<file path="config.mk">
export PLATFORM = sky130hd
export DESIGN_NAME = sit_decide
export DESIGN_NICKNAME = d
export VERILOG_FILES = /design/src/rtl/sit_pkg.sv /design/src/rtl/sit_decide.sv
export SDC_FILE = /design/constraint.sdc
export NUM_CORES = 1
export LEC_CHECK = 0
export BUFFER_PORTS_ARGS = -buffer_cell sky130_fd_sc_hd__buf_2
export CAP_MARGIN = 20
export CORE_ASPECT_RATIO = 0.5
export CORE_MARGIN = 1.5
export CORE_UTILIZATION = 29
export CTS_CLUSTER_SIZE = 12
export DETAILED_ROUTE_END_ITERATION = 6
export SKIP_LAST_GASP = 1
export SLEW_MARGIN = 20
export SYNTH_ARGS = -nofsm -noshare
export SYNTH_HDL_FRONTEND = slang
export SYNTH_SLANG_ARGS = --single-unit
export TNS_END_PERCENT = 50
</file>
<file path="constraint.sdc">
create_clock -name clk_i -period 2.7 [get_ports clk_i]
set_input_delay 0.135 -clock clk_i [delete_from_list [all_inputs] [get_ports clk_i]]
set_output_delay 0.135 -clock clk_i [all_outputs]
set_load 0.01 [all_outputs]
</file>
<file path="src/rtl/sit_pkg.sv">
// Shared constants and types for the segment intersection test core.
package sit_pkg;

  // Default width of one signed coordinate.
  localparam int unsigned COORD_BITS_DEF = 16;

  // Outcomes of the parallel-pair checks, carried alongside the arithmetic.
  typedef struct packed {
    logic vert;   // both segments vertical
    logic vmeet;  // same vertical line and y intervals overlap
    logic horz;   // both segments horizontal
    logic hmeet;  // same horizontal line and x intervals overlap
  } flags_t;

endpackage

</file>
<file path="src/rtl/sit_decide.sv">
// Fourth stage: parameter range tests, parallel-pair selection and result register.
module sit_decide #(
  parameter  int unsigned COORD_BITS = sit_pkg::COORD_BITS_DEF,
  localparam int unsigned SW         = 2 * (COORD_BITS + 1) + 1
) (
  input  logic                 clk_i,
  input  logic                 rst_ni,
  input  logic                 valid_i,
  output logic                 ready_o,
  input  logic signed [SW-1:0] det_i,
  input  logic signed [SW-1:0] rn_i,
  input  logic signed [SW-1:0] sn_i,
  input  sit_pkg::flags_t      flags_i,
  output logic                 valid_o,
  input  logic                 ready_i,
  output logic                 intersects_o,
  output logic                 unsupported_o
);

  // 0 <= num/den <= 1 for a nonzero den, compared without dividing.
  function automatic logic unit_param(input logic signed [SW-1:0] num,
                                      input logic signed [SW-1:0] den);
    logic ok;
    if (!den[SW-1]) begin
      ok = !num[SW-1] && (num <= den);
    end else begin
      ok = (num[SW-1] || (num == '0)) && (num >= den);
    end
    return ok;
  endfunction

  logic valid_q;
  logic hit_d, hit_q;
  logic unsup_d, unsup_q;

  assign ready_o = !valid_q || ready_i;

  always_comb begin
    hit_d   = 1'b0;
    unsup_d = 1'b0;
    if (det_i != '0) begin
      hit_d = unit_param(rn_i, det_i) && unit_param(sn_i, det_i);
    end else if (flags_i.vert) begin
      hit_d = flags_i.vmeet;
    end else if (flags_i.horz) begin
      hit_d = flags_i.hmeet;
    end else begin
      unsup_d = 1'b1;
    end
  end

  always_ff @(posedge clk_i or negedge rst_ni) begin
    if (!rst_ni) begin
      valid_q <= 1'b0;
    end else if (ready_o) begin
      valid_q <= valid_i;
    end
  end

  always_ff @(posedge clk_i) begin
    if (ready_o && valid_i) begin
      hit_q   <= hit_d;
      unsup_q <= unsup_d;
    end
  end

  assign valid_o       = valid_q;
  assign intersects_o  = hit_q;
  assign unsupported_o = unsup_q;

endmodule

</file>
---- Yosys cells after proc, flatten, opt, wreduce, memory -nomap -nowiden ----
Cells that the tools add are included.
storage, ports and cells
  register bits ........................... 3
  bits of input ports ..................... 113
  logic and storage cells ................. 31
cells by class
  $lt $le $gt $ge ......................... 4
  multiplexer cells ....................... 8
  reductions and logical operators ........ 16
operators by type and width
  operator              count
  35-bit >= comparator  2
  35-bit <= comparator  2
  35-bit logical NOT    2
  35-bit nonzero test   1
  1-bit 2-to-1 mux      8
  1-bit logical AND     6
  1-bit logical NOT     3
  1-bit logical OR      3
  2-bit OR reduction    1

---- Logic depth before layout (Yosys ltp) ----
  depth in word-level cells ............... 7
  gate-level depth with buffers ........... 9

---- Least setup slack after synthesis ----
No wires, ideal clock.
  path kind ............................... in2reg
  start ................................... in det_i[16]
  end ..................................... reg hit_q (netlist: intersects_o) (data pin)
  library setup time ...................... 0.268 ns
  arrival time ............................ 1.657 ns
  data required time ...................... 2.432 ns
  path slack .............................. 0.775 ns
  cell stages on the path ................. 9
  cell sequence ........................... inv_1 -> ha_1 -> a21o_1 -> a21o_1 -> a221oi_1 -> o21ai_1 -> o21a_1 -> o31ai_1 -> o211ai_2
on the way
  cells in the longest elaborated chain, start to end .. 6
  elaborated cells on any way between the ends .. 15
  those cells by class .................... 4 x order compare; 5 x mux; 6 x reduce/logical
RTL lines
  element                                                              line                                RTL
  start: declaration                                                   sit_decide.sv:10                    input logic signed [SW-1:0] det_i,
  35-bit <= comparator / 35-bit >= comparator (equally long branches)  sit_decide.sv:25, sit_decide.sv:27
  1-bit logical AND (on tied branches)                                 sit_decide.sv:25, sit_decide.sv:27
  1-bit 2-to-1 mux                                                     sit_decide.sv:24                    if (!den[SW-1]) begin
  1-bit 2-to-1 mux                                                     sit_decide.sv:41                    if (det_i != '0) begin
  1-bit logical AND                                                    sit_decide.sv:42                    hit_d = unit_param(rn_i, det_i) && unit_param(sn_i, det_i);
  1-bit 2-to-1 mux (*)                                                 sit_decide.sv:41
  net hit_d                                                            sit_decide.sv:33                    logic hit_d, hit_q;
  end signal: assignment                                               sit_decide.sv:62                    hit_q <= hit_d;
  end: declaration                                                     sit_decide.sv:33
The timed path passes the listed nets; every way through them passes the cells marked *. The select of a mux whose other input is x is not followed.
A chain may end at the register's enable or synchronous reset.

---- Worst setup path in the final report ----
  start ................................... in det_i[34]
  end ..................................... reg hit_q (netlist: intersects_o) (data pin)
The elaborated chain is that of the path after synthesis.

==> results.cfg <==
[logic_synthesis]
synth_area_um2 = 2140
synth_top_area_frac = 0.410
syn_area_per_cell_um2 = 7.52
synthFlopType = edfxtp_1
synth.ff_latch_count = 3
netlist-cell-type-count = 39
async_flop_share = 0.333
yosysWarningCount = 0
synth.largest_area_cell = ha_1
synth-edff-count = 2
netlist_top_cells_area = ha_1, nor4_1, a21oi_1
syn_nets = 467
ys_seq_area_frac = 0.0398
netlist_instances = 284

[critical_path]
r2r_cells = 2
required_ns = 2.78
arrival_ns = 2.29
crit_buf_inv = 2
worst_path_dominant_cell_family = compound AO/OA/AOI/OAI gates
path_cells = buf_2 -> inv_1 -> ha_1 -> nand4_2 -> nor4_4 -> o2111ai_1 -> o211ai_1 -> mux2_2 -> o211ai_2
worstSetupPathType = input pin to flip-flop
slowest_delay_ns = 0.42
path_depth = 9
cp_max_fo = 6
slowest_stage = ha_1
cp-start-kind = input pin
cp-end-kind = flip-flop

[pwr]
switching_share = 0.380
p_clk_frac = 0.345
power_frac_comb = 0.578
p_leak_nw = 1.57
p_int_uw = 428
p_total_uw = 691
p_seq_frac = 0.077
p_switching_uw = 263
vdd_drop_max_uv = 173
p_per_area_nw_per_um2 = 236

[floorplanning]
die_h_um = 63.7
rows = 21
die_w_um = 124
ioPinCount = 117
coreArea_um2 = 6910
initial_core_util = 0.309
die-area_um2 = 7920

[timing]
min_period_over_period = 0.821
rsz0062_at_grt = no
fmax_mhz = 451
min_period_ns = 2.22
skew_ns = 0.00216
final-setup-viol-count = 0
max_slew_margin = 0.591
maxSlewViolCount = 0
layout_setup_ws_ns = 0.483
tightestPinTransition_ns = 0.608
setup_tns_ns = 0
hold_viol_final = 0

[finish]
insertedDiodeCount = 0
finish.utilization = 0.424
fin_nets = 590
layout_commonest_cell = buf_2
drive_gt1_frac = 0.318
area_growth_syn_to_layout_pct = 37.1
most-common-layout-cells = buf_2, ha_1, inv_1

[clock_tree]
clock_path_buffers = 2
cts.sinks = 3
htree_num_levels = 1
path_clk_slew_ns = 0.03
numCtsBuffers = 3
cts_tree = built
root_buffer = clkbuf_16
clock_latency_ns = 0.22
postCtsResizedCells = 0

[global_routing]
grt_pass1_wl_um = 12200
first_global_vias = 2492
grt_start_max_net_pins = 7
antenna_found_initial = 0
grt-ovfl-total = 0
grt.total_usage = 0.187

[drt]
drt-total-wl_um = 7660
drt-pass1-iter-count = 4
viasPerCell = 5.11
wl_per_cell_um = 15.4
ant_nets = 0
drt_iter0_drc = 95
drc = 0
via_count = 2547

[job]
max-cap-violations = 0

[placed_design]
gp_congestion = 0.951
dp_hpwl_um = 7120
portBuffers = 116
dpl_worst_slack_ns = 0.296

[min_path]
hold_path.class = input pin to flip-flop
holdPathStages = 2

[run_status]
status = complete, no violations
Yosys cell counts (3+ instances only):
cell     instances
ha_1            70
inv_1           41
a21oi_1         31
nor4_1          28
nand2_1         19
nand4_1         16
o21ai_0         12
nand3_1         10
nor2_1           9
nor3_1           7
a21o_1           3
o21a_1           3
logic make-up (layout without fill, tap and decap cells):
| kind of cell | after synthesis | count (layout) | share of synthesized area |
|---|---|---|---|
| AO/OA/AOI/OAI | 68 | 68 | 0.197 |
| adder cells (fa/ha/maj) | 70 | 70 | 0.410 |
| buffers and inverters | 41 | 163 | 0.0720 |
| flip-flops | 3 | 3 | 0.0398 |
| multiplexers | 1 | 1 | 0.00527 |
| AND/OR/NAND/NOR | 101 | 101 | 0.276 |
worst register-to-register path: stages, from the launching register on:
cell and delay (ns):
dfrtp_1 0.37, nand2b_1 0.11, and2_1 0.19
per-layer routing:
metal  vias to the layer above  global-route usage  routed length, µm
met1                      1132               0.286               4060
met5                         -                   0                  0
li1                       1347                   -                  -
met4                         0              0.0144                 13
met2                        66               0.288               3160
met3                         2              0.0238                434
per-stage QoR:
stage | hold WS [ns] | cell area (µm²) | cells
2_1_floorplan | -0.161 | 2140 | 284
3_3_place_gp | -0.0901 | 2840 | 493
3_5_place_dp | -0.0891 | 2840 | 493
4_1_cts | 0.131 | 2930 | 498
5_1_grt | 0.153 | 2930 | 498
6_report | 0.129 | 2930 | 498
power groups by stage:
stage	Clock [mW]	Sequential, mW	Combinational (mW)
floorplan	0	0.0551	0.219
global placement	0	0.0537	0.396
detailed placement	0	0.0537	0.395
CTS	0.239	0.0532	0.399
global route	0.243	0.0536	0.455
finish	0.238	0.0533	0.399
final cells by class:
cell class	instances	area, µm²
timing repair buffer	118	598
fill	767	3980
inverter	41	154
clock buffer	4	78.8
sequential	3	85.1
tap	92	115
multi-input combinational	240	1900
path summary, 6_finish.rpt:
path / start / end / slack, ns
max in group asynchronous: rst_ni / valid_o / 2.39
max: det_i[34] / intersects_o / 0.48
min: valid_i / valid_o / 0.13
min in group asynchronous: rst_ni / valid_o / 0.22
max reg2reg: valid_o / intersects_o / 1.74
min reg2reg: valid_o / valid_o / 0.56
state kept, by name (all words and copies together) (netlist names):
| name | flops |
|---|---|
| valid_o | 1 |
| unsupported_o | 1 |
| intersects_o | 1 |
timing repair:
action | CTS | global route
buffers inserted | 0 | 0
endpoints found under the hold margin | 1 | 0
hold buffers | 1 | 0
setup endpoints to repair | 0 | 0
(Power assumes the default switching activity.)
