<file path="src/rtl/sit_pkg.sv">
// Shared constants and types for the segment intersection test core.
package sit_pkg;

  // Default width of one signed coordinate.
  localparam int unsigned COORD_BITS_DEF = 16;

  // Outcomes of the parallel-pair checks, carried alongside the arithmetic.
  typedef struct packed {
    logic vert;   // both segments vertical
    logic vmeet;  // same vertical line and y intervals overlap
    logic horz;   // both segments horizontal
    logic hmeet;  // same horizontal line and x intervals overlap
  } flags_t;

endpackage

</file>
<file path="src/rtl/sit_sub.sv">
// Third stage: determinant and the two parameter numerators.
module sit_sub #(
  parameter  int unsigned COORD_BITS = sit_pkg::COORD_BITS_DEF,
  localparam int unsigned PW         = 2 * (COORD_BITS + 1),
  localparam int unsigned SW         = PW + 1
) (
  input  logic                 clk_i,
  input  logic                 rst_ni,
  input  logic                 valid_i,
  output logic                 ready_o,
  input  logic signed [PW-1:0] ax_by_i,
  input  logic signed [PW-1:0] ay_bx_i,
  input  logic signed [PW-1:0] dx_by_i,
  input  logic signed [PW-1:0] dy_bx_i,
  input  logic signed [PW-1:0] ax_dy_i,
  input  logic signed [PW-1:0] ay_dx_i,
  input  sit_pkg::flags_t      flags_i,
  output logic                 valid_o,
  input  logic                 ready_i,
  output logic signed [SW-1:0] det_o,
  output logic signed [SW-1:0] rn_o,
  output logic signed [SW-1:0] sn_o,
  output sit_pkg::flags_t      flags_o
);

  function automatic logic signed [SW-1:0] sub_ext(input logic signed [PW-1:0] a,
                                                   input logic signed [PW-1:0] b);
    return $signed({a[PW-1], a}) - $signed({b[PW-1], b});
  endfunction

  logic                 valid_q;
  logic signed [SW-1:0] det_q, rn_q, sn_q;
  sit_pkg::flags_t      flags_q;

  assign ready_o = !valid_q || ready_i;

  always_ff @(posedge clk_i or negedge rst_ni) begin
    if (!rst_ni) begin
      valid_q <= 1'b0;
    end else if (ready_o) begin
      valid_q <= valid_i;
    end
  end

  always_ff @(posedge clk_i) begin
    if (ready_o && valid_i) begin
      det_q   <= sub_ext(ax_by_i, ay_bx_i);
      rn_q    <= sub_ext(dx_by_i, dy_bx_i);
      sn_q    <= sub_ext(ax_dy_i, ay_dx_i);
      flags_q <= flags_i;
    end
  end

  assign valid_o = valid_q;
  assign det_o   = det_q;
  assign rn_o    = rn_q;
  assign sn_o    = sn_q;
  assign flags_o = flags_q;

endmodule

</file>
<file path="config.mk">
export PLATFORM = sky130hd
export DESIGN_NAME = sit_sub
export DESIGN_NICKNAME = d
export VERILOG_FILES = /design/src/rtl/sit_pkg.sv /design/src/rtl/sit_sub.sv
export SDC_FILE = /design/constraint.sdc
export NUM_CORES = 1
export LEC_CHECK = 0
export ABC_AREA = 1
export BUFFER_PORTS_ARGS = -buffer_cell sky130_fd_sc_hd__buf_2
export CAP_MARGIN = 20
export CORE_MARGIN = 2
export CORE_UTILIZATION = 50
export CTS_CLUSTER_DIAMETER = 60
export DETAILED_ROUTE_END_ITERATION = 8
export PLACE_DENSITY = 0.78
export SLEW_MARGIN = 0
export SYNTH_ARGS = -nofsm -noshare
export SYNTH_HDL_FRONTEND = slang
export SYNTH_SLANG_ARGS = --single-unit
</file>
<file path="constraint.sdc">
create_clock -name clk_i -period 9.6 [get_ports clk_i]
set_input_delay 2.4 -clock clk_i [delete_from_list [all_inputs] [get_ports clk_i]]
set_output_delay 2.4 -clock clk_i [all_outputs]
set_load 0.01 [all_outputs]
</file>
* After elaboration in Yosys (flattened, before gate mapping) *
Cells that the tools add are included.

word-level totals
  flip-flop bits (word level) = 110
  logic and storage cells = 14

operators by class
  reductions and logical operators = 3
  $add $sub $neg = 3

operators by type and width
  cell                 number
  $sub A34 B34 Y35     3
  $logic_and A1 B1 Y1  1
  $logic_not A1 Y1     1
  $logic_or A1 B1 Y1   1

* Depth between registers and ports, before layout *
  depth after elaboration = 3
  gate-level depth with buffers = 14
  gate-level depth less buffers = 14

* Worst setup path after synthesis *
No wires, ideal clock.

  path kind = input to register
  start point = in valid_i
  end point = reg det_q[0] (netlist: det_o[0]) (enable)
  data required time = 8.987 ns
  slack = 1.290 ns
  arrival time = 7.698 ns
  stages on the path = 2
  path through = inv_1 -> a21oi_1

between the ends
  word-level cells in the longest chain between the ends = 1

RTL lines
  what                  line           source
  from (decl)           sit_sub.sv:9   input logic valid_i,
  $logic_and A1 B1 Y1   sit_sub.sv:46  if (ready_o && valid_i) begin
  to (signal assigned)  sit_sub.sv:47  det_q <= sub_ext(ax_by_i, ay_bx_i);
  to (decl)             sit_sub.sv:32  logic signed [SW-1:0] det_q, rn_q, sn_q;

Every way passes these cells.
A chain may end at the register's enable or synchronous reset.

* Worst setup path in the final report *
  start point = in ready_i
  end point = out ready_o

between the ends
  word-level cells in the longest chain between the ends = 1

RTL lines
  what                line           source
  from (decl)         sit_sub.sv:19  input logic ready_i,
  $logic_or A1 B1 Y1  sit_sub.sv:35  assign ready_o = !valid_q || ready_i;
  to (decl)           sit_sub.sv:10  output logic ready_o,

Every way passes these cells.

==> results by stage <==
Finish:
- The library cells used most frequently in the layout, excluding fill and tap cells, are 536 x sky130_fd_sc_hd__nand2_1, 368 x sky130_fd_sc_hd__inv_1, 322 x sky130_fd_sc_hd__buf_2.
- From synthesis to final layout, the design area changed by 21.2%.
- Fill cells in the final layout number 2,054.
- The commonest non-fill, non-tap cell in the layout is sky130_fd_sc_hd__nand2_1.
- The final layout contains 2,310 nets.
- The ratio of cells with drive above 1 in the final layout is between 10% and 20%.

Die:
- The initial core utilization is 51.2%.
- The chip height is between 150 and 200 um.
- The die covers 0.0229 sq mm.
- The die extent in x is 151 um.
- The area of the core is 0.0212 sq mm.
- The I/O pin total is 323.
- After floorplanning, the core was divided into between 50 and 60 placement rows.

Setup path:
- STA classifies the critical path endpoint as a primary output.
- The worst register-to-register path ends at sn_o[26].
- The critical path class is in -> out.
- For the worst setup path, the data required time is 7200 ps.
- The worst endpoint data arrival time is 2810 ps.
- The number of cells traversed by the worst register-to-register path is 3.
- The reg-to-reg critical path startpoint is valid_o.
- The worst setup path is launched from an input pin.
- The worst-path maximum fanout is 2.
- The critical path starts at ready_i.
- Across all register-to-register paths, the minimum setup slack is 7350 ps.

GRT:
- The number of global-route vias before repair came to 10,300.
- The largest net degree at the start of global routing is 71.
- The global-route wire length before repair is 47,000 um.
- The number of antenna violations at the first check in global routing is 2.
- Across every metal layer, demand over resource in global routing totals around a quarter.
- Summed over all layers, the global routing overflow is 0.

Place:
- The final HPWL from detailed placement is 26,000 um.
- The port buffer count is around 320.
- Routability-driven placement finished with a final weighted congestion of 0.912.

Routing:
- The total wire length after detailed routing is 30,600 um.
- Dividing the detail-routed via count by the number of cells gives about 5.
- The DRC violation total after the first TritonRoute iteration is 732.
- In this run the remaining antenna-violating nets after routing total 0.
- The total iterations of the first detailed-routing run is 5.
- After detailed routing, the average wire length per cell comes to about 13 um.
- For this run, design rule violations remaining after detail routing come to 0.
- The detailed router placed 11,300 vias in this run.

STA:
- The final hold violation count is 0.
- Setup repair after global routing left no endpoint under its margin.
- The post-route clock period utilization is 54.3%.
- The total negative slack for setup checks is 0 ps.
- The setup clock skew after layout is 10.6 ps.
- The total setup violations reported at the end of the flow is 0.
- The count of final max-slew check failures is 0.
- In this run the tightest slew margin relative to its limit is a little under two fifths.
- The worst-margin pin slew is between 900 and 1000 ps.
- Static timing analysis puts the maximum clock frequency at around 190 MHz.
- Subtracting the final worst setup slack from the clock period gives 5210 ps.

Clock network:
- The number of sinks on the clock net is 110.
- The buffer type at the clock tree root is sky130_fd_sc_hd__clkbuf_16.
- The clock edge transition at the registers on the reported setup and hold paths is 70 ps.
- Clock latency on the worst-skew pair, taken at its later pin, is 360 ps.
- The clock tree from TritonCTS is done.
- The deepest clock path buffer count is 2.
- In this run the number of H-tree levels came out at 3.
- The number of buffers added to fix hold violations after cts is 0.
- The number of clock buffers added by TritonCTS is 9.
- Gates resized during post-CTS repair numbered 0.
- The number of setup buffers added after CTS is 0.

Synth:
- Summing every instance area after synthesis gives 0.0108 sq mm.
- The portion of the post-synthesis area used by sequential elements is 30.4%.
- The synthesized netlist net count is 1,975.
- The average footprint of a synthesized cell is 6.54 sq um.
- The netlist uses 22 different library cells.
- After synthesis the netlist holds a flip-flop and latch count of 110.
- Yosys mapped a number of flops with a built-in enable equal to about 110.
- Counting every instance in the synthesized netlist gives 1,658.
- The count of warnings emitted by yosys is 0.
- The share of flip-flops with an asynchronous set or reset after synthesis is 0.909%.
- The predominant post-synthesis flop cell is sky130_fd_sc_hd__edfxtp_1.

Hold path:
- The class of the most critical hold timing path is reg -> reg.
- The worst hold path begins at valid_o.
- The number of stages on the worst hold path is 2.
- The destination of the worst hold path is valid_o.

Outcome:
- The flow ran to the end, and the final reports show no timing, DRC or antenna violations.

Power and ir drop:
- The total power after layout is 1620 uW.
- In this run the power density over the cells is 123 mW/mm^2.
- For this design the static power due to leakage is 0.00759 uW.
- The worst voltage drop across the vdd grid is 0.0813 mV.

Flow run:
- The max-cap violation count is 0.
[where the power goes]
part	internal, uW	switching (uW)
logic	220	380
clock network	207	194
registers	604	13.2
[Yosys cell counts (8+ instances only)]
cell                       number  area share (%)
sky130_fd_sc_hd__a21oi_1      110             5.1
sky130_fd_sc_hd__edfxtp_1     109              30
sky130_fd_sc_hd__ha_1         102              12
sky130_fd_sc_hd__inv_1        368              13
sky130_fd_sc_hd__nand2_1      536              19
sky130_fd_sc_hd__nand2_2       23             1.3
sky130_fd_sc_hd__nand3_1       67             3.1
sky130_fd_sc_hd__nand3_2        8            0.74
sky130_fd_sc_hd__nand4_1       12            0.69
sky130_fd_sc_hd__nor2_1       168             5.8
sky130_fd_sc_hd__nor3_1        24             1.1
sky130_fd_sc_hd__o21ai_0       57             2.6
sky130_fd_sc_hd__o21bai_1       9            0.62
sky130_fd_sc_hd__xor2_1        49             4.0
[layer usage]
metal	track usage, %	share of wire (%)
met1	34.1	43
met2	45.0	47
met3	2.71	7.5
met4	8.83	2.4
met5	0	0
[final cells by class]
cell class / instances / area [sq um] / share of cell area [%]
multi-input cells: 1180 / 6170 / 47.0
repair buffers: 324 / 1630 / 12.4
diodes: 2 / 5.00 / 0.0381
clock buffers: 9 / 225 / 1.71
clock inverters: 7 / 81.3 / 0.619
flip-flops and latches: 110 / 3300 / 25.1
inverters: 368 / 1380 / 10.5
well taps: 275 / 344 / 2.62
[worst max-delay path: stages]
cell	delay [ps]
sky130_fd_sc_hd__buf_2	90
sky130_fd_sc_hd__inv_1	100
sky130_fd_sc_hd__nand2_1	80
sky130_fd_sc_hd__buf_2	140
[flip-flops by register name, indices dropped and copies added, names as in the netlist]
name / count
valid_o: 1
det_o: 35
sn_o: 35
flags_o: 4
rn_o: 35
[through the flow]
step / utilization [%] / cells / hold WS (ps) / worst slack (ps) / cell area (sq um)
after floorplan: - / 1658 / 609 / 1290 / 10800
after global placement: 60.6 / 2257 / 556 / 4400 / 12800
after detailed placement: 60.6 / 2257 / 575 / 4390 / 12800
after CTS: 62.1 / 2273 / 592 / 4380 / 13100
after global routing: 62.1 / 2273 / 636 / 4340 / 13100
final: 62.1 / 2275 / 587 / 4390 / 13100
[how the worst max path moves through the flow]
stage	slack [ps]	depth (start not counted)	to
6_report	4390	4	ready_o
5_1_grt	4340	4	ready_o
4_1_cts	4380	4	ready_o
3_5_place_dp	4390	4	ready_o
3_3_place_gp	4400	4	ready_o
2_1_floorplan	1290	2	det_o[0]
[logic make-up after synthesis]
group                      share of synthesized area [%]
buffers and inverters                               12.7
adders and majority gates                           12.3
and+or+nand+nor                                     31.6
AOI/OAI and AO/OA                                   8.83
DFF                                                 30.4
xor gates and xnor gates                            4.12
(Power assumes the default switching activity.)
