**src/rtl/sit_pkg.sv**
```systemverilog
// Shared constants and types for the segment intersection test core.
package sit_pkg;

  // Default width of one signed coordinate.
  localparam int unsigned COORD_BITS_DEF = 16;

  // Outcomes of the parallel-pair checks, carried alongside the arithmetic.
  typedef struct packed {
    logic vert;   // both segments vertical
    logic vmeet;  // same vertical line and y intervals overlap
    logic horz;   // both segments horizontal
    logic hmeet;  // same horizontal line and x intervals overlap
  } flags_t;

endpackage

```
**src/rtl/sit_diff.sv**
```systemverilog
// First stage: direction vectors, offsets and the axis-aligned overlap checks.
module sit_diff #(
  parameter  int unsigned COORD_BITS = sit_pkg::COORD_BITS_DEF,
  localparam int unsigned DW         = COORD_BITS + 1
) (
  input  logic                         clk_i,
  input  logic                         rst_ni,
  input  logic                         valid_i,
  output logic                         ready_o,
  input  logic signed [COORD_BITS-1:0] x1_i,
  input  logic signed [COORD_BITS-1:0] y1_i,
  input  logic signed [COORD_BITS-1:0] x2_i,
  input  logic signed [COORD_BITS-1:0] y2_i,
  input  logic signed [COORD_BITS-1:0] x3_i,
  input  logic signed [COORD_BITS-1:0] y3_i,
  input  logic signed [COORD_BITS-1:0] x4_i,
  input  logic signed [COORD_BITS-1:0] y4_i,
  output logic                         valid_o,
  input  logic                         ready_i,
  output logic signed [DW-1:0]         ax_o,
  output logic signed [DW-1:0]         ay_o,
  output logic signed [DW-1:0]         bx_o,
  output logic signed [DW-1:0]         by_o,
  output logic signed [DW-1:0]         dx_o,
  output logic signed [DW-1:0]         dy_o,
  output sit_pkg::flags_t              flags_o
);

  // Closed intervals with unordered ends overlap.
  function automatic logic spans_meet(input logic signed [COORD_BITS-1:0] a0,
                                      input logic signed [COORD_BITS-1:0] a1,
                                      input logic signed [COORD_BITS-1:0] b0,
                                      input logic signed [COORD_BITS-1:0] b1);
    logic signed [COORD_BITS-1:0] alo;
    logic signed [COORD_BITS-1:0] ahi;
    logic signed [COORD_BITS-1:0] blo;
    logic signed [COORD_BITS-1:0] bhi;
    alo = (a0 < a1) ? a0 : a1;
    ahi = (a0 < a1) ? a1 : a0;
    blo = (b0 < b1) ? b0 : b1;
    bhi = (b0 < b1) ? b1 : b0;
    return (alo <= bhi) && (blo <= ahi);
  endfunction

  function automatic logic signed [DW-1:0] sub_ext(input logic signed [COORD_BITS-1:0] a,
                                                   input logic signed [COORD_BITS-1:0] b);
    return $signed({a[COORD_BITS-1], a}) - $signed({b[COORD_BITS-1], b});
  endfunction

  logic                 valid_q;
  logic signed [DW-1:0] ax_q, ay_q, bx_q, by_q, dx_q, dy_q;
  sit_pkg::flags_t      flags_d, flags_q;

  assign ready_o = !valid_q || ready_i;

  always_comb begin
    flags_d.vert  = (x1_i == x2_i) && (x3_i == x4_i);
    flags_d.vmeet = (x1_i == x3_i) && spans_meet(y1_i, y2_i, y3_i, y4_i);
    flags_d.horz  = (y1_i == y2_i) && (y3_i == y4_i);
    flags_d.hmeet = (y1_i == y3_i) && spans_meet(x1_i, x2_i, x3_i, x4_i);
  end

  always_ff @(posedge clk_i or negedge rst_ni) begin
    if (!rst_ni) begin
      valid_q <= 1'b0;
    end else if (ready_o) begin
      valid_q <= valid_i;
    end
  end

  always_ff @(posedge clk_i) begin
    if (ready_o && valid_i) begin
      ax_q    <= sub_ext(x2_i, x1_i);
      ay_q    <= sub_ext(y2_i, y1_i);
      bx_q    <= sub_ext(x3_i, x4_i);
      by_q    <= sub_ext(y3_i, y4_i);
      dx_q    <= sub_ext(x3_i, x1_i);
      dy_q    <= sub_ext(y3_i, y1_i);
      flags_q <= flags_d;
    end
  end

  assign valid_o = valid_q;
  assign ax_o    = ax_q;
  assign ay_o    = ay_q;
  assign bx_o    = bx_q;
  assign by_o    = by_q;
  assign dx_o    = dx_q;
  assign dy_o    = dy_q;
  assign flags_o = flags_q;

endmodule

```
**config.mk**
```make
export PLATFORM = sky130hd
export DESIGN_NAME = sit_diff
export DESIGN_NICKNAME = d
export VERILOG_FILES = /design/src/rtl/sit_pkg.sv /design/src/rtl/sit_diff.sv
export SDC_FILE = /design/constraint.sdc
export NUM_CORES = 1
export LEC_CHECK = 0
export ABC_AREA = 0
export BUFFER_PORTS_ARGS = -buffer_cell sky130_fd_sc_hd__buf_2
export CORE_MARGIN = 5
export CORE_UTILIZATION = 56
export DETAILED_ROUTE_END_ITERATION = 7
export MAX_ROUTING_LAYER = met4
export PLACE_DENSITY = 0.82
export REMOVE_ABC_BUFFERS = 1
export SLEW_MARGIN = 20
export SYNTH_ARGS = -nofsm -noshare
export SYNTH_HDL_FRONTEND = slang
export SYNTH_SLANG_ARGS = --single-unit
```
**constraint.sdc**
```tcl
create_clock -name clk_i -period 4.65 [get_ports clk_i]
set_input_delay 0.2325 -clock clk_i [delete_from_list [all_inputs] [get_ports clk_i]]
set_output_delay 0.2325 -clock clk_i [all_outputs]
set_load 0.02 [all_outputs]
```
-- Word-level counts from Yosys, hierarchy flattened
Index checks and enable logic that the tools add are counted.
- $add $sub $neg: 6
- magnitude comparators: 8
- equal/unequal tests: 6
- muxes and demuxes: 8
- reductions and logical operators: 9
- operators with widths (cell ; count):
    $mux 16 ; 8
    $sub 16x16->17 ; 6
    $eq 16x16->1 ; 6
    $le 16x16->1 ; 4
    $lt 16x16->1 ; 4
    $logic_and 1x1->1 ; 7
    $logic_not 1->1 ; 1
    $logic_or 1x1->1 ; 1
- flip-flop bits (word level): 107
- input port bits: 132
- word-level logic and storage cells: 48

-- Depth between registers and ports, before layout
- word-level depth: 5
- gate-level depth with buffers: 19

-- Worst setup path after synthesis
No wires, ideal clock.
- path type: input -> register
- start: input y1_i[3]
- end: register flags_q (netlist bit flags_o[2]) (data pin)
- arrival time: 3.630 ns
- data required time: 4.470 ns
- slack: 0.840 ns
- stages: 17
- path buffers: 1
- cells stage by stage: inv_1 -> ha_1 -> nand4_1 -> a21oi_1 -> nor3_1 -> o31ai_1 -> a21oi_1 -> nor2_1 -> buf_2 -> mux2_2 -> ha_1 -> a21o_1 -> a21o_1 -> a21oi_1 -> nor3_1 -> or4_1 -> a221oi_1
- RTL lines (element ; line ; source):
    start: declaration ; sit_diff.sv:11 ; input logic signed [COORD_BITS-1:0] y1_i,
    end signal: assignment ; sit_diff.sv:79 ; flags_q <= flags_d;
    end: declaration ; sit_diff.sv:52 ; sit_pkg::flags_t flags_d, flags_q;

==> flow_summary_export.csv <==
group,metric,value,unit
worst_setup_path,startpoint_type,"input pin",
final_layout,finalNetCount,1662,
final_layout,final_cell_mix,"buf_2 (239), ha_1 (164), edfxtp_1 (106)",
synthesis,yosysSeqAreaShare,0.295,
floorplanning,core,19300,sq um
synthesis,netlist_area,10900,sq um
cts,cts_made_buffers,9,
routing,vias,9402,
worst_setup_path,cp_max_fo,11,
global_route,gr-total-overflow,0,
sta,setup_viol,0,
global_route,antenna_found_initial,0,
global_route,grt_pass1_vias,8938,
placement,port_buffers,239,
final_layout,fillers,1672,
power,leakagePower,6.03,nW
global_route,grt_max_degree,70,
synthesis,yosys-top-cells-area,"edfxtp_1 (29%), ha_1 (19%), mux2i_1 (6.3%)",
sta,relSlewSlack,0.368,
cts,cts_resized,0,
worst_setup_path,worstSetupPathType,"input pin to register",
synthesis,syn_inst,1118,
synthesis,synth_edf_count,106,
placement,gp_congestion,1.00,
routing,drtAntennaViolNets,0,
global_route,globalRouteTotalUtil,0.273,
final_layout,final_util,0.660,
sta,rsz0062_at_grt,"no",
routing,viasPerCell,5.77,
placement,dp_cells,1613,
cts,h-tree-depth,3,
synthesis,synth_top_cell_by_area,"edfxtp_1",
synthesis,yosysUniqueCellTypes,56,
routing,post_drt_wl_per_cell,18.5,um
worst_hold_path,hp-class,"input pin to register",
synthesis,yosys_warnings,0,
cts,cts-root-buf,"clkbuf_16",
worst_setup_path,worstPathRequired,4830,ps
placement,place_ws,131,ps
sta,skew,7.39,ps
final_layout,diodes,0,
sta,hold_ws,85.7,ps
worst_setup_path,crit_path_end_kind,"register",
cts,cts_tree,"built",
routing,first_pass_iters,5,
final_layout,seqCellArea,3210,sq um
routing,drc,0,
sta,hold_viol,0,
placement,hpwl,24.9,mm
final_layout,final_cells,1630,
power,p_per_area,286,nW/um^2
global_route,grt_pass1_wl,46.8,mm
sta,period_needed,4310,ps
cts,cts_setup_buffers,0,
final_layout,multi_input_area,7190,sq um
synthesis,avgSynthCellArea,9.73,sq um
final_layout,layout_commonest_cell,"buf_2",
cts,cts_sinks,107,
floorplanning,row_count,51,
sta,min_period_over_period,0.926,
cts,insertion_delay,360,ps
routing,wl,30.1,mm
synthesis,synth_seq_cells,107,
worst_setup_path,worst_ep_arrival_time,4490,ps
run_status,status,"complete, no violations",
floorplanning,ios,240,
sta,maxSlewViolCount,0,
floorplanning,dieWidth,149,um
sta,finalSetupTns,0,ps
floorplanning,start_util,0.564,
final_layout,layout-drive-gt1-share,0.226,
routing,dr.first_iter.drc_count,706,
floorplanning,die_h,149,um
sta,worstMarginPinSlew,948,ps
sta,max_freq,0.232,GHz
flow_run,maxCapViolations,0,
cts,hold_buffers,1,
cts,clkTransAtPathRegs,80,ps
synthesis,synth_top_cell_area_share,0.293,
power,ir_drop,0.000174,V
synthesis,synthArstFlopShare,0.00935,
synthesis,synth_ff_type,"edfxtp_1",
final_layout,syn2layout_area_growth,17.0,%
sta,setup_slack,343,ps
floorplanning,die-area,22300,sq um
cts,cts_buffer_depth,2,
-- cell usage after synthesis, drive strengths merged, types with 2 or more instances --
library cell and count:
clkbuf 5, xnor2 52, ha 164, fa 6
or3 3, inv 103, nand2b 19, mux2i 68
o21bai 14, o211ai 6, nand2 46, and2 3
a21oi 89, nor4 5, buf 13, edfxtp 106
o21ai 59, nand4 28, o41ai 3, and4 2
nand3 21, nor2 60, xor2 21, a21boi 3
a21o 39, a31o 2, a2111oi 5, o21a 20
nor4b 2, a31oi 7, a211oi 9, a221oi 2
o31a 8, mux2 62, and3 11, o31ai 6
nor3 12, nor2b 23, or4 2
-- final timing paths --
check	from	to	slack, ps	cells past startpoint
hold reg to reg	valid_o	valid_o	530	2
setup reg to reg	valid_o	ax_o[5]	2420	3
min in group asynchronous	rst_ni	valid_o	190	2
hold / removal	valid_i	valid_o	90	2
setup / recovery	y1_i[3]	flags_o[2]	340	19
max in group asynchronous	rst_ni	valid_o	4380	2
-- metrics by stage --
stage / area, sq um / power (mW)
2_1_floorplan: 10800 / 2.36
3_3_place_gp: 12400 / 2.79
3_5_place_dp: 12400 / 2.81
4_1_cts: 12700 / 3.65
5_1_grt: 12700 / 3.87
6_report: 12700 / 3.64
-- final cells by class --
class | count | area share
Clock buffer | 12 | 0.0202
Clock inverter | 4 | 0.00433
Inverter | 103 | 0.0304
Multi-Input combinational cell | 890 | 0.565
Sequential cell | 107 | 0.252
Tap cell | 265 | 0.0260
Timing Repair Buffer | 249 | 0.102
-- state kept, by name, summed over array words and instances (netlist names) --
signal   count
dy_o        17
dx_o        17
valid_o      1
ay_o        17
by_o        17
flags_o      4
bx_o        17
ax_o        17
-- per-layer routing --
metal | wire (um) | share of wire | vias up | track usage
li1 | - | - | 4648 | -
met3 | 2170 | 0.072 | 48 | 0.0389
met5 | 0 | 0 | - | -
met2 | 13500 | 0.45 | 357 | 0.417
met4 | 640 | 0.021 | 0 | 0.0760
met1 | 13900 | 0.46 | 4349 | 0.382
-- worst max-delay path: stages --
cell,delay (ps)
buf_2,100
inv_1,60
ha_1,380
nand4_1,230
a21oi_1,220
nor3_1,120
o31ai_1,400
a21oi_1,230
nor2_2,290
buf_4,280
mux2i_1,280
ha_1,280
nor2b_1,130
o21a_1,150
o21ai_0,170
nand2b_1,140
a21oi_1,180
mux2_2,350
a221oi_1,280
-- kinds of logic (layout without fill, tap and decap cells) --
group / after synthesis / count (layout) / share of synthesized area
mux: 130 / 130 / 0.127
compound gates: 277 / 277 / 0.163
xor+xnor: 73 / 73 / 0.0588
fa+ha+maj: 170 / 170 / 0.200
simple gates: 240 / 240 / 0.112
buf+inv: 121 / 368 / 0.0456
flops: 107 / 107 / 0.295
-- power by group --
group | leakage (nW) | switching, mW | internal [mW] | total (mW)
Sequential | 1.02 | 0.0256 | 1.21 | 1.24
Clock | 0.150 | 0.371 | 0.452 | 0.823
Combinational | 4.86 | 0.919 | 0.660 | 1.58
Power figures use the tool's default switching activity.
